[src/hw/rtl/semiprime_trial_division_tester_defines.svh]
// Assertion macros for the semiprime tester.
`ifndef SEMIPRIME_TRIAL_DIVISION_TESTER_DEFINES_SVH
`define SEMIPRIME_TRIAL_DIVISION_TESTER_DEFINES_SVH
`ifndef SYNTH
`define STD_ASSERT_IMPL(label, clk, rst, prop) \
   label: assert property (@(posedge clk) disable iff (rst) prop) \
      else $error("assertion failed");
`define STD_ASSERT_NORST(label, clk, prop) \
   label: assert property (@(posedge clk) prop) else $error("assertion failed");
`else
`define STD_ASSERT_IMPL(label, clk, rst, prop)
`define STD_ASSERT_NORST(label, clk, prop)
`endif
`endif

[src/hw/rtl/stdt_pkg.sv]
package stdt_pkg;
   localparam int VALUE_BITS_DEF = 16;
   localparam int FIELD_BITS = 16;

   typedef enum logic [2:0] {
      ST_IDLE, ST_SCAN_N, ST_DIV_N, ST_SCAN_Q, ST_DIV_Q, ST_DONE
   } state_type;

   typedef struct packed {
      logic start;
      logic busy;
   } div_ctrl_type;
endpackage

[src/hw/rtl/stdt_divider.sv]
module stdt_divider import stdt_pkg::*; #(
   parameter int W = VALUE_BITS_DEF
) (
   input  logic         clock,
   input  logic         reset,
   input  logic         start,
   input  logic [W-1:0] dividend,
   input  logic [W-1:0] divisor,
   output div_ctrl_type ctrl,
   output logic [W-1:0] quotient,
   output logic [W-1:0] remainder
);
   localparam int CW = $clog2(W + 1);

   logic [W-1:0]  q_ff, q_in;
   logic [W-1:0]  r_ff, r_in;
   logic [W-1:0]  d_ff, d_in;
   logic [CW-1:0] cnt_ff, cnt_in;
   logic          busy_ff, busy_in;
   logic [W:0]    trial;

   always_comb begin
      q_in = q_ff;
      r_in = r_ff;
      d_in = d_ff;
      cnt_in = cnt_ff;
      busy_in = busy_ff;
      trial = {r_ff, q_ff[W-1]};
      if (start) begin
         q_in = dividend;
         r_in = '0;
         d_in = divisor;
         cnt_in = CW'(W);
         busy_in = 1'b1;
      end else if (busy_ff) begin
         q_in = {q_ff[W-2:0], 1'b0};
         if (trial >= {1'b0, d_ff}) begin
            r_in = W'(trial - {1'b0, d_ff});
            q_in[0] = 1'b1;
         end else begin
            r_in = trial[W-1:0];
         end
         cnt_in = cnt_ff - CW'(1);
         if (cnt_ff == CW'(1)) busy_in = 1'b0;
      end
   end

   always_ff @(posedge clock) begin
      q_ff <= q_in;
      r_ff <= r_in;
      d_ff <= d_in;
      cnt_ff <= cnt_in;
      if (reset) busy_ff <= 1'b0;
      else busy_ff <= busy_in;
   end

   assign ctrl.start = start;
   assign ctrl.busy = busy_ff;
   assign quotient = q_ff;
   assign remainder = r_ff;
endmodule

[src/hw/rtl/semiprime_trial_division_tester.sv]
// Each trial divisor is tested by the bit-serial divider, which is shared by both
// trial loops.
// For 16-bit values there are at most about 270 trial divisors.
// Throughput: one beat at a time; the next request is taken after the response leaves.
// Reset: synchronous, active high; clears the controller and the range flag.
module semiprime_trial_division_tester import stdt_pkg::*; #(
   parameter int VALUE_BITS = VALUE_BITS_DEF
) (
   input  logic                  clock,
   input  logic                  reset,
   input  logic                  req_valid,
   output logic                  req_stall,
   input  logic [FIELD_BITS-1:0] req_value,
   input  logic                  req_range_end,
   output logic                  rsp_valid,
   input  logic                  rsp_stall,
   output logic                  rsp_is_semiprime,
   output logic [FIELD_BITS-1:0] rsp_small_factor,
   output logic                  rsp_any_in_range,
   output logic                  rsp_last
);
`include "semiprime_trial_division_tester_defines.svh"
   localparam int W = VALUE_BITS;

   state_type    state_ff, state_in;
   logic [W-1:0] n_ff, n_in, q_ff, q_in, d_ff, d_in, p_ff, p_in;
   logic         end_ff, end_in, semi_ff, semi_in, seen_ff, seen_in;
   logic         div_start;
   logic [W-1:0] div_a, div_b, quo, rem;
   div_ctrl_type dctl;
   logic [2*W-1:0] dsq;
   logic         wait_ff, wait_in;

   stdt_divider #(.W(W)) u_div (
      .clock(clock), .reset(reset), .start(div_start), .dividend(div_a),
      .divisor(div_b), .ctrl(dctl), .quotient(quo), .remainder(rem)
   );

   assign dsq = d_ff * d_ff;

   always_comb begin
      state_in = state_ff;
      n_in = n_ff; q_in = q_ff; d_in = d_ff; p_in = p_ff;
      end_in = end_ff; semi_in = semi_ff; seen_in = seen_ff;
      wait_in = wait_ff;
      div_start = 1'b0;
      div_a = (state_ff == ST_DIV_Q || state_ff == ST_SCAN_Q) ? q_ff : n_ff;
      div_b = d_ff;
      req_stall = (state_ff != ST_IDLE);
      rsp_valid = (state_ff == ST_DONE);
      unique case (state_ff)
         ST_IDLE: begin
            if (req_valid) begin
               n_in = W'(req_value);
               end_in = req_range_end;
               semi_in = 1'b0;
               d_in = W'(2);
               state_in = (W'(req_value) >= W'(4)) ? ST_SCAN_N : ST_DONE;
            end
         end
         ST_SCAN_N: begin
            if (dsq > {{W{1'b0}}, n_ff}) begin
               state_in = ST_DONE;
            end else begin
               div_start = 1'b1;
               wait_in = 1'b1;
               state_in = ST_DIV_N;
            end
         end
         ST_DIV_N: begin
            if (wait_ff) wait_in = 1'b0;
            else if (!dctl.busy) begin
               if (rem == '0) begin
                  p_in = d_ff;
                  q_in = quo;
                  d_in = W'(2);
                  state_in = (quo >= W'(2)) ? ST_SCAN_Q : ST_DONE;
               end else begin
                  d_in = d_ff + W'(1);
                  state_in = ST_SCAN_N;
               end
            end
         end
         ST_SCAN_Q: begin
            if (dsq > {{W{1'b0}}, q_ff}) begin
               semi_in = 1'b1;
               state_in = ST_DONE;
            end else begin
               div_start = 1'b1;
               wait_in = 1'b1;
               state_in = ST_DIV_Q;
            end
         end
         ST_DIV_Q: begin
            if (wait_ff) wait_in = 1'b0;
            else if (!dctl.busy) begin
               if (rem == '0) state_in = ST_DONE;
               else begin
                  d_in = d_ff + W'(1);
                  state_in = ST_SCAN_Q;
               end
            end
         end
         ST_DONE: begin
            if (!rsp_stall) begin
               seen_in = end_ff ? 1'b0 : (seen_ff | semi_ff);
               state_in = ST_IDLE;
            end
         end
         default: state_in = ST_IDLE;
      endcase
   end

   always_ff @(posedge clock) begin
      if (reset) begin
         state_ff <= ST_IDLE;
         seen_ff <= 1'b0;
         wait_ff <= 1'b0;
      end else begin
         state_ff <= state_in;
         seen_ff <= seen_in;
         wait_ff <= wait_in;
      end
      n_ff <= n_in; q_ff <= q_in; d_ff <= d_in; p_ff <= p_in;
      end_ff <= end_in; semi_ff <= semi_in;
   end

   assign rsp_is_semiprime = semi_ff;
   assign rsp_small_factor = semi_ff ? FIELD_BITS'(p_ff) : '0;
   assign rsp_any_in_range = seen_ff | semi_ff;
   assign rsp_last = end_ff;

   `STD_ASSERT_IMPL(a_no_start_busy, clock, reset, dctl.start |-> !dctl.busy)
   `STD_ASSERT_IMPL(a_stall_busy, clock, reset, rsp_valid |-> req_stall)
   `STD_ASSERT_IMPL(a_semi_factor, clock, reset, (rsp_valid && rsp_is_semiprime) |-> (rsp_small_factor >= 16'd2))
endmodule

[config.mk]
export PLATFORM = sky130hd
export DESIGN_NAME = semiprime_trial_division_tester
export DESIGN_NICKNAME = d
export VERILOG_FILES = /design/src/hw/rtl/stdt_pkg.sv /design/src/hw/rtl/stdt_divider.sv /design/src/hw/rtl/semiprime_trial_division_tester.sv
export VERILOG_INCLUDE_DIRS = /design/src /design/src/hw/rtl
export SDC_FILE = /design/constraint.sdc
export NUM_CORES = 1
export LEC_CHECK = 0
export BUFFER_PORTS_ARGS = -buffer_cell sky130_fd_sc_hd__buf_4
export CAP_MARGIN = 20
export CORE_MARGIN = 1.5
export CORE_UTILIZATION = 49
export CTS_CLUSTER_DIAMETER = 100
export CTS_CLUSTER_SIZE = 28
export DETAILED_ROUTE_END_ITERATION = 10
export GPL_TIMING_DRIVEN = 0
export PLACE_DENSITY_LB_ADDON = 0.2
export RECOVER_POWER = 100
export SLEW_MARGIN = 20
export SYNTH_ARGS = -nofsm -noshare
export SYNTH_HDL_FRONTEND = slang
export SYNTH_SLANG_ARGS = --single-unit
export TNS_END_PERCENT = 1
[constraint.sdc]
create_clock -name clock -period 24.9 [get_ports clock]
set_clock_uncertainty 0.2 [all_clocks]
set_input_delay 4.98 -clock clock [delete_from_list [all_inputs] [get_ports clock]]
set_output_delay 4.98 -clock clock [all_outputs]
set_load 0.01 [all_outputs]
# Word-level counts from Yosys, hierarchy flattened
# Cells that the tools add are included.
# Widths: inputs -> output; s select.
[word_totals] register_bits=125 out_inout_bits=21
[op_classes] n_addsub=3 multipliers=1 n_lt_le_gt_ge=5 n_eq_ne=16 n_mux=40 n_bitwise=4 reduce_logical=16
[ops] op="$mux 16" count=12
[ops] op="$gt 32x16->1" count=2
[ops] op="$pmux 16 s3" count=1
[ops] op="$mux 3" count=11
[ops] op="$mul 16x16->32" count=1
[ops] op="$ne 2x2->1 const B" count=9
[ops] op="$pmux 3 s6" count=1
[ops] op="$ge 17x16->1" count=1
[ops] op="$add 16x1->16 const B" count=1
[ops] op="$ge 16x2->1 const B" count=1
[ops] op="$ge 16x3->1 const B" count=1
[ops] op="$logic_not 16->1" count=1
[ops] op="$sub 16x16->16" count=1
[ops] op="$mux 1" count=12
[ops] op="$reduce_bool 3->1" count=3
[ops] op="$reduce_and 7->1" count=1
[ops] op="$eq 3x2->1 const B" count=2
[ops] op="$eq 3x3->1 const B" count=2
[ops] op="$reduce_and 3->1" count=2
[ops] op="$reduce_and 6->1" count=1
[ops] op="$eq 5x1->1 const B" count=1
[ops] op="$sub 5x1->5 const B" count=1
[ops] op="$pmux 1 s2" count=2
[ops] op="$reduce_and 2->1" count=2
[ops] op="10 further kinds" count=13

# Depth between registers and ports, before layout
# Gate-level depths: netlist of run 1.
[logic_depth] word_depth=6 depth_mapped=32 depth_no_buf=29

# Cells and area by module
# Synthesis of run 1 repeated with hierarchy kept, for this count alone.
[hier_totals] cells_unflattened=1590 area_unflattened_um2=14820.5
[by_module_without_submodules] mod="semiprime_trial_division_tester" instances=1 cells_per_inst=1263 area_each_um2=11629.9 seq_area_each_um2=2082.0
[by_module_without_submodules] mod="stdt_divider" instances=1 cells_per_inst=327 area_each_um2=3190.6 seq_area_each_um2=1401.3

# Worst setup path before layout of run 1
# OpenSTA, ideal clock, no wires.
[synth_path] kind="reg2reg" start="register d_ff[6]" end="register u_div.q_ff[0] (netlist: u_div.quotient[0]), enable pin" setup_ns=0.334 arrival_time_ns=7.435 setup_slack_ns=16.932 path_stages_with_launch=31 n_path_buf=4 cell_sequence="edfxtp_1 clkbuf_1 clkbuf_1 nand2_1 fa_1 inv_1 fa_1 inv_1 fa_1 inv_1 fa_1 fa_1 inv_1 fa_1 inv_1 ha_1 buf_2 nand2_1 a211oi_1 o21ai_0 nand2_1 xor2_1 ha_1 nand4_1 or2_2 nor4_1 a31oi_1 and2_1 a2111oi_4 buf_4 or2_2"
[synth_between] elab_chain_len=5 elab_cells_between_ends=7 cone_classes="mul (1); order compare (2); mux (3); reduce/logical (1)"
[synth_lines] element="from (decl)" line_no="semiprime_trial_division_tester.sv:26" text="logic [W-1:0] n_ff, n_in, q_ff, q_in, d_ff, d_in, p_ff, p_in;"
[synth_lines] element="from (signal assigned)" line_no="semiprime_trial_division_tester.sv:124" text="n_ff <= n_in; q_ff <= q_in; d_ff <= d_in; p_ff <= p_in;"
[synth_lines] element="$mul 16x16->32 (*)" line_no="semiprime_trial_division_tester.sv:39" text="assign dsq = d_ff * d_ff;"
[synth_lines] element="$gt 32x16->1, on equally long branches" line_no="semiprime_trial_division_tester.sv:85, semiprime_trial_division_tester.sv:62"
[synth_lines] element="$mux 1, on equally long branches" line_no="semiprime_trial_division_tester.sv:85, semiprime_trial_division_tester.sv:62"
[synth_lines] element="$pmux 1 s2 (*)" line_no="semiprime_trial_division_tester.sv:51" text="unique case (state_ff)"
[synth_lines] element="$reduce_bool 2->1 (no source line) (*)"
[synth_lines] element="to (signal assigned)" line_no="stdt_divider.sv:49" text="q_ff <= q_in;"
[synth_lines] element="to (decl)" line_no="stdt_divider.sv:15" text="logic [W-1:0] q_ff, q_in;"
# Mark *: on every way between the ends. The rest lies on a longest branch, timed or not.
# A chain may end at the register's enable or synchronous reset.

# Worst setup path after layout of run 1
[layout_path] start="register d_ff[13]" end="register u_div.q_ff[8] (netlist: u_div.quotient[8]), enable pin"
# The elaborated chain is that of the path after synthesis.

==> reports/summary.txt, run 1 <==
RSZ-0062 raised after global routing = no
DRT iter0 DRCs = 727
Starting Density = 50.2%
Fillers = 2713
Worst-path clk slew = 0.06 ns
Worst skew pair latency = 0.43 ns
Worst-path maximum fanout = 16
R2R Path Start = d_ff[13]
Setup tns final = 0 ns
Area Overhead vs Synth = 8.72%
CTS tree = built
Placed Instances = 1986
WP data arrival = 11.86 ns
GP Congestion = 0.924
Via density = 5.45
Root buf cell = clkbuf_16
CTS max path bufs = 2
Top FF cell, synth = edfxtp_1
CP required = 24.73 ns
Largest net degree at the start of global routing = 26
Synth top area share = 22.9%
Setup CP Type = reg2reg
Max-slew violations = 7
Total track usage = 23.3%
Area leader, netlist = fa_1
Die height = 175 µm
Synthesis-stage register bit count = 125
Yosys cell types = 58
Synth warnings = 0
R2r setup slk = 12.87 ns
Max-Cap Viols = 1
CP startpoint = d_ff[13]
Fraction of layout cells with a size suffix above 1 = 4.83%
Startpoint types = flop
Non-Filler Instances = 2018
Die W = 175 µm
Antenna Cells = 0
Post-synthesis cell area = 14500 µm²
Worst r2r dst = u_div.quotient[8]
Drt pass-1 iters = 5
Setup Fix Bufs, Post-CTS = 0
Die area = 30600 µm²
Final hold vios = 0
Antenna Nets Post-Route = 0
Worst setup endpoint = u_div.quotient[8]
CP endpoint kind = flop
Pre-CTS WS = 15.21 ns
First-pass GRT wire length = 55.7 mm
Top area cells in the synthesized netlist = fa_1 (23%), edfxtp_1 (20%), ha_1 (13%)
Worst R2R Path Depth = 25
Synth async-reset ratio = 0%
Clock Sinks = 125
DRC = 0
Vias in the first global route = 11033
Avg Cell Area, Syn = 9.29 µm²
Num CTS Buffers = 17
Pin slew with the least headroom to its limit = 2.17 ns
CTS H-Tree Depth = 4
Routed len/inst = 17.0 µm
# IOs = 42
Post-synthesis sequential area ratio = 24.1%
Post-synth EDFFs = 98
Row count = 62
Max Fclk = 83.1 MHz
CTS resizes = 0
Period utilization = 48.3%
Nets = 1957
Initial antenna violation count = 0
Final WS setup = 12.87 ns
CTS Hold Buffers Added = 0
Tmin final = 12.03 ns
DP HPWL = 27.7 mm
Vias = 10996
Post-Route WL = 34.3 mm
Post-synth net total = 1895
Outcome = finished, violations left
Failing checks = max-capacitance violations, max-slew violations
Hold Slack = 0.274 ns
Synth Instances = 1559
Final setup fails = 0
# port buffers = 41
GRT overflow = 0
Type of the most critical hold path = reg2reg
Core ar. = 28900 µm²
Slew margin rel. = -48.1%
-- cell type report --
type,count,area [µm²],share of cell area [%]
Sequential cell,125,3480,22.1
Buffer,62,241,1.53
Clock buffer,17,425,2.70
Tap cell,384,480,3.05
Timing Repair Buffer,43,263,1.67
Inverter,297,1110,7.08
Multi-Input combinational cell,1075,9610,61.0
Clock inverter,15,124,0.787
-- cells in the mapped netlist (all sizes together), types with 8 or more instances --
cell / count
nor2b: 11
xnor2: 32
o21a: 19
a211oi: 21
and3: 9
buf: 13
nand4: 22
o21ai: 69
nor2: 101
xor2: 16
nand2b: 14
ha: 149
nand3: 17
mux2i: 8
a21o: 19
nor3: 11
nand2: 137
a21oi: 57
and2: 71
nor4: 20
dfxtp: 27
fa: 166
mux2: 19
inv: 297
or3: 10
edfxtp: 98
o211ai: 10
clkbuf: 49
-- cell usage in the layout, fill, tap and decap left out, drive strengths merged, types with 21 or more instances in the layout --
cell and instances:
ha 149, and2 71, a21oi 57, nand2 137, a211oi 21, fa 166, nand4 22, dfxtp 27
nor2 101, xnor2 32, inv 298, clkbuf 100, o21ai 69, edfxtp 98, buf 22
-- how the worst min path moves through the flow --
stage,start,endpoint,slack [ns],depth (start not counted)
4_1_cts,u_div.quotient[14],q_ff[14],0.27,0
3_5_place_dp,u_div.quotient[2],q_ff[2],0.27,0
6_report,u_div.quotient[14],q_ff[14],0.27,0
3_3_place_gp,u_div.remainder[15],u_div.remainder[15],0.26,2
5_1_grt,u_div.quotient[14],q_ff[14],0.29,0
2_1_floorplan,u_div.quotient[0],q_ff[0],0.22,0
-- metal layers --
layer  GRT usage, %  wire [µm]  up-vias
li1               -          -     5248
met3           4.74       2110       51
met1           30.2      14700     5397
met4           6.20        713        0
met5              0          0        -
met2           39.6      16700      300
-- critical path, cell delays in order (launching register included) --
cell,delay [ns]
edfxtp_1,0.56
clkbuf_1,0.53
clkbuf_1,0.50
nand2_1,0.18
inv_1,0.10
fa_1,0.44
fa_1,0.54
fa_1,0.55
fa_1,0.55
fa_1,0.55
inv_1,0.06
fa_1,0.53
inv_1,0.04
ha_1,0.28
clkbuf_1,0.22
a21oi_1,0.31
o21ai_0,0.32
or3_1,0.42
o21ai_0,0.42
a21o_1,0.22
a211oi_1,0.07
nor4_1,0.33
nand2_1,0.28
a2111oi_0,1.72
clkbuf_1,0.60
or2_0,1.10
-- logic make-up after synthesis --
family,Yosys count,synth area share [%]
and+or+nand+nor,441,14.9
buffers and inverters,359,9.44
adders and majority gates,315,35.8
AOI/OAI and AO/OA,244,10.9
DFF,125,24.1
xor gates and xnor gates,48,2.90
muxes,27,2.03
-- state kept, by name (all words and copies together), names as in the netlist --
register / count
d_ff: 16
n_ff: 16
p_ff: 16
q_ff: 16
rsp_is_semiprime: 1
rsp_last: 1
seen_ff: 1
state_ff: 3
u_div.busy_ff: 1
u_div.cnt_ff: 5
u_div.d_ff: 16
u_div.quotient: 16
u_div.remainder: 16
wait_ff: 1
-- through the flow --
stage	instance area (µm²)	util, %
floorplan	14500	-
global placement	15300	52.9
detailed placement	15300	53.1
CTS	15900	55.0
global route	15700	54.6
finish	15700	54.6
Power of run 1 is not shown: default switching activity piles up to over one toggle a cycle in this logic, so the estimate is an artifact.
==> run 2: changes to the inputs <==
==> constraint.sdc (replaced) <==
create_clock -name clock -period 11.5 [get_ports clock]
set_clock_uncertainty 0.2 [all_clocks]
set_input_delay 2.3 -clock clock [delete_from_list [all_inputs] [get_ports clock]]
set_output_delay 2.3 -clock clock [all_outputs]
set_load 0.01 [all_outputs]
==> run 2 against run 1 <==
  * The run now ends clean
  * Design area increased by 0.12%
  * Register-to-register slack got worse by 12 ns
  * Maximum frequency is 17% higher
  * Utilization rose by 0.065 points
==> reports/summary.txt, run 2 (same netlist as run 1, synthesis figures left out) <==
Outcome = completed
Area Overhead vs Synth = 8.85%
Antenna Nets Post-Route = 0
Starting Density = 50.2%
Final hold vios = 0
Post-Route WL = 34.3 mm
Root buf cell = clkbuf_16
Worst-path clk slew = 0.06 ns
Total track usage = 23.3%
CP endpoint kind = flop
CP required = 11.37 ns
Setup CP Type = reg2reg
CTS tree = built
Drt pass-1 iters = 8
Max-Cap Viols = 0
Worst-path maximum fanout = 16
Startpoint types = flop
Die height = 175 µm
R2R Path Start = d_ff[13]
Nets = 1957
Clock Sinks = 125
RSZ-0062 raised after global routing = no
Stages on the worst setup path = 25
Worst hold stages = 0
Largest net degree at the start of global routing = 26
Worst skew pair latency = 0.44 ns
Vias in the first global route = 11033
Die area = 30600 µm²
Num CTS Buffers = 17
Worst path bufs/invs = 7
Worst R2R Path Depth = 25
CP startpoint = d_ff[13]
Worst setup endpoint = u_div.quotient[8]
Setup Fix Bufs, Post-CTS = 0
Antenna Cells = 0
CP max stage cell = clkbuf_1
CTS resizes = 0
CP max stage delay = 0.57 ns
Vias = 11029
Die W = 175 µm
Routed len/inst = 17.0 µm
Row count = 62
Pin slew with the least headroom to its limit = 1.31 ns
Leading cell type in the layout, fill and taps excluded = inv_1
Max Fclk = 97.5 MHz
First-pass GRT wire length = 55.7 mm
CTS Hold Buffers Added = 0
CTS H-Tree Depth = 4
# port buffers = 41
Worst Hold Launch = u_div.quotient[14]
WP data arrival = 10.13 ns
Most frequent cells in the layout = inv_1 (297), fa_1 (166), ha_1 (149)
DP HPWL = 27.7 mm
Fraction of layout cells with a size suffix above 1 = 5.08%
Worst r2r dst = u_div.quotient[8]
Max-slew violations = 0
GRT overflow = 0
R2r setup slk = 1.24 ns
Initial antenna violation count = 0
# IOs = 42
Setup tns final = 0 ns
Core ar. = 28900 µm²
Slew margin rel. = 12.9%
DRC = 0
Type of the most critical hold path = reg2reg
DRT iter0 DRCs = 733
CTS max path bufs = 2
Crit-path leading delay family = adder cells
GP Congestion = 0.924
Final setup fails = 0
Via density = 5.47
Tmin final = 10.26 ns
Period utilization = 89.2%
Most used cell, CP = fa_1
## run 2: cell type report
| type | instances | area, µm² |
|---|---|---|
| repair buffers | 43 | 263 |
| multi-input cells | 1075 | 9630 |
| clock inverters | 15 | 124 |
| flip-flops and latches | 125 | 3480 |
| fillers | 2710 | 13100 |
| well taps | 384 | 480 |
| plain buffers | 62 | 241 |
| inverters | 297 | 1110 |
| clock buffers | 17 | 425 |
## run 2: layer usage
layer	vias up	global-route usage [%]	share of wire [%]
li1	5248	-	-
met2	329	39.6	49
met5	-	0	0
met3	54	4.74	6.3
met4	0	6.20	2.0
met1	5398	30.2	43
## run 2: through the flow
stage | hold slack (ns) | utilization, % | instance area, µm² | worst slack [ns] | instances
floorplan | 0.219 | - | 14500 | 3.53 | 1559
global placement | 0.262 | 52.9 | 15300 | 1.96 | 1984
detailed placement | 0.272 | 53.1 | 15300 | 1.81 | 1986
CTS | 0.274 | 55.0 | 15900 | 1.77 | 2018
global route | 0.287 | 54.6 | 15800 | 0.775 | 2018
finish | 0.270 | 54.6 | 15800 | 1.24 | 2018
## run 2: worst min-delay path by stage
stage / slack [ns] / end
floorplan: 0.22 / q_ff[0]
global placement: 0.26 / u_div.remainder[15]
detailed placement: 0.27 / q_ff[2]
CTS: 0.27 / q_ff[14]
global route: 0.29 / q_ff[14]
finish: 0.27 / q_ff[14]
Power of run 2 is left out for the same reason.
==> run 3: changes to the inputs <==
--- a/config.mk
+++ b/config.mk
@@ -8,7 +8,6 @@
 export LEC_CHECK = 0
 export BUFFER_PORTS_ARGS = -buffer_cell sky130_fd_sc_hd__buf_4
 export CAP_MARGIN = 20
-export CORE_MARGIN = 1.5
 export CORE_UTILIZATION = 49
 export CTS_CLUSTER_DIAMETER = 100
 export CTS_CLUSTER_SIZE = 28
==> constraint.sdc (replaced) <==
create_clock -name clock -period 11.5 [get_ports clock]
set_clock_uncertainty 0.2 [all_clocks]
set_input_delay 0.575 -clock clock [delete_from_list [all_inputs] [get_ports clock]]
set_output_delay 0.575 -clock clock [all_outputs]
set_load 0.01 [all_outputs]
==> run 3 against run 2 <==
  * First-iteration DRC count rose by 11%
  * Utilization rose by 0.11 points
  * Sequential share of layout area barely moved
  * Die area fell by 1.1%
==> reports/summary.txt, run 3 (same netlist as run 1, synthesis figures left out) <==
Worst R2R Path Depth = 25
Max-Cap Viols = 0
CP startpoint = d_ff[6]
Pin slew with the least headroom to its limit = 1.30 ns
DRT iter0 DRCs = 810
Via density = 5.49
Die height = 174 µm
Antenna Nets Post-Route = 0
M1 WL = 15.2 mm
Outcome = completed
Tmin final = 10.43 ns
CP required = 11.37 ns
Pre-CTS WS = 1.80 ns
Routed length on met2 = 16.9 mm
Nets = 1957
Setup CP Type = reg2reg
Initial antenna violation count = 0
Fillers = 2693
Startpoint types = flop
Largest net degree at the start of global routing = 26
Seq. cell area = 3480 µm²
RSZ-0062 raised after global routing = no
Clock Sinks = 125
Slew margin rel. = 13.1%
WP data arrival = 10.30 ns
Worst-path maximum fanout = 16
Vias in the first global route = 11232
DRC = 0
CTS resizes = 0
CTS H-Tree Depth = 4
Most frequent cells in the layout = inv_1 (297), fa_1 (166), ha_1 (149)
Die area = 30200 µm²
CP endpoint kind = flop
Total track usage = 24.1%
Setup Fix Bufs, Post-CTS = 0
Drt pass-1 iters = 6
Setup tns final = 0 ns
GP Congestion = 0.922
Final hold vios = 0
Final WS setup = 1.07 ns
Leading cell type in the layout, fill and taps excluded = inv_1
Period utilization = 90.7%
CTS tree = built
Area Overhead vs Synth = 9.07%
Starting Density = 50.2%
Placed Instances = 1986
Most used cell, CP = fa_1
CP max stage cell = fa_1
Hold Slack = 0.140 ns
Post-Route WL = 34.7 mm
GRT overflow = 0
Worst setup endpoint = u_div.quotient[8]
Antenna Cells = 0
Num CTS Buffers = 17
CTS max path bufs = 2
Highest routing layer actually used = met4
# port buffers = 41
Multi-input gate area = 9630 µm²
Worst skew pair latency = 0.44 ns
Worst Hold Launch = req_value[1]
Die W = 174 µm
Vias = 11086
First-pass GRT wire length = 57.4 mm
R2R Path Start = d_ff[6]
Routed len/inst = 17.2 µm
Type of the most critical hold path = in2reg
Worst r2r dst = u_div.quotient[8]
DP HPWL = 28.0 mm
Row count = 62
CTS Hold Buffers Added = 0
CP max stage delay = 0.59 ns
Non-Filler Instances = 2018
Core ar. = 28900 µm²
# IOs = 42
Max-slew violations = 0
R2r setup slk = 1.07 ns
Fraction of layout cells with a size suffix above 1 = 5.20%
Root buf cell = clkbuf_16
Final setup fails = 0
Max Fclk = 95.8 MHz
Worst-path clk slew = 0.06 ns
Met3 WL = 1.69 mm
[run 3: cell count changes in the layout (fill, tap and decap cells not counted), moves of 2 or more]
cell / before / now
and2_1: 58 / 60
and2_0: 13 / 11
clkinvlp_4: 5 / 2
clkinv_1: 3 / 0
inv_6: 1 / 6
[run 3: area by class of cell]
type / instances / area share, %
multi-input cells: 1075 / 61.0
flip-flops and latches: 125 / 22.1
inverters: 297 / 7.06
well taps: 384 / 3.04
clock buffers: 17 / 2.69
repair buffers: 43 / 1.64
plain buffers: 62 / 1.53
clock inverters: 15 / 1.01
[run 3: how the worst min path moves through the flow]
| stage | depth (start not counted) | slack, ns | to |
|---|---|---|---|
| finish | 1 | 0.14 | n_ff[1] |
| global route | 1 | 0.13 | n_ff[1] |
| CTS | 1 | 0.10 | n_ff[1] |
| detailed placement | 0 | 0.24 | q_ff[0] |
| global placement | 0 | 0.26 | q_ff[1] |
| floorplan | 0 | 0.22 | q_ff[0] |
[run 3: per-layer routing]
metal	track usage [%]	up-vias
met5	0	-
met2	40.6	303
met3	3.28	59
met1	31.9	5481
met4	8.33	0
li1	-	5243
[run 3: worst max-delay path, delay by kind of cell, from the launching register on]
family,cells,cell delay (ns)
AOI/OAI and AO/OA,6,1.95
adders and majority gates,7,3.53
buffers and inverters,7,2.04
DFF,1,0.45
and+or+nand+nor,5,1.88
[run 3: metrics by stage]
step	util [%]	cell area [µm²]
2_1_floorplan	-	14500
3_3_place_gp	52.9	15300
3_5_place_dp	53.1	15300
4_1_cts	55.1	15900
5_1_grt	54.7	15800
6_report	54.7	15800
Power of run 3 is left out for the same reason.
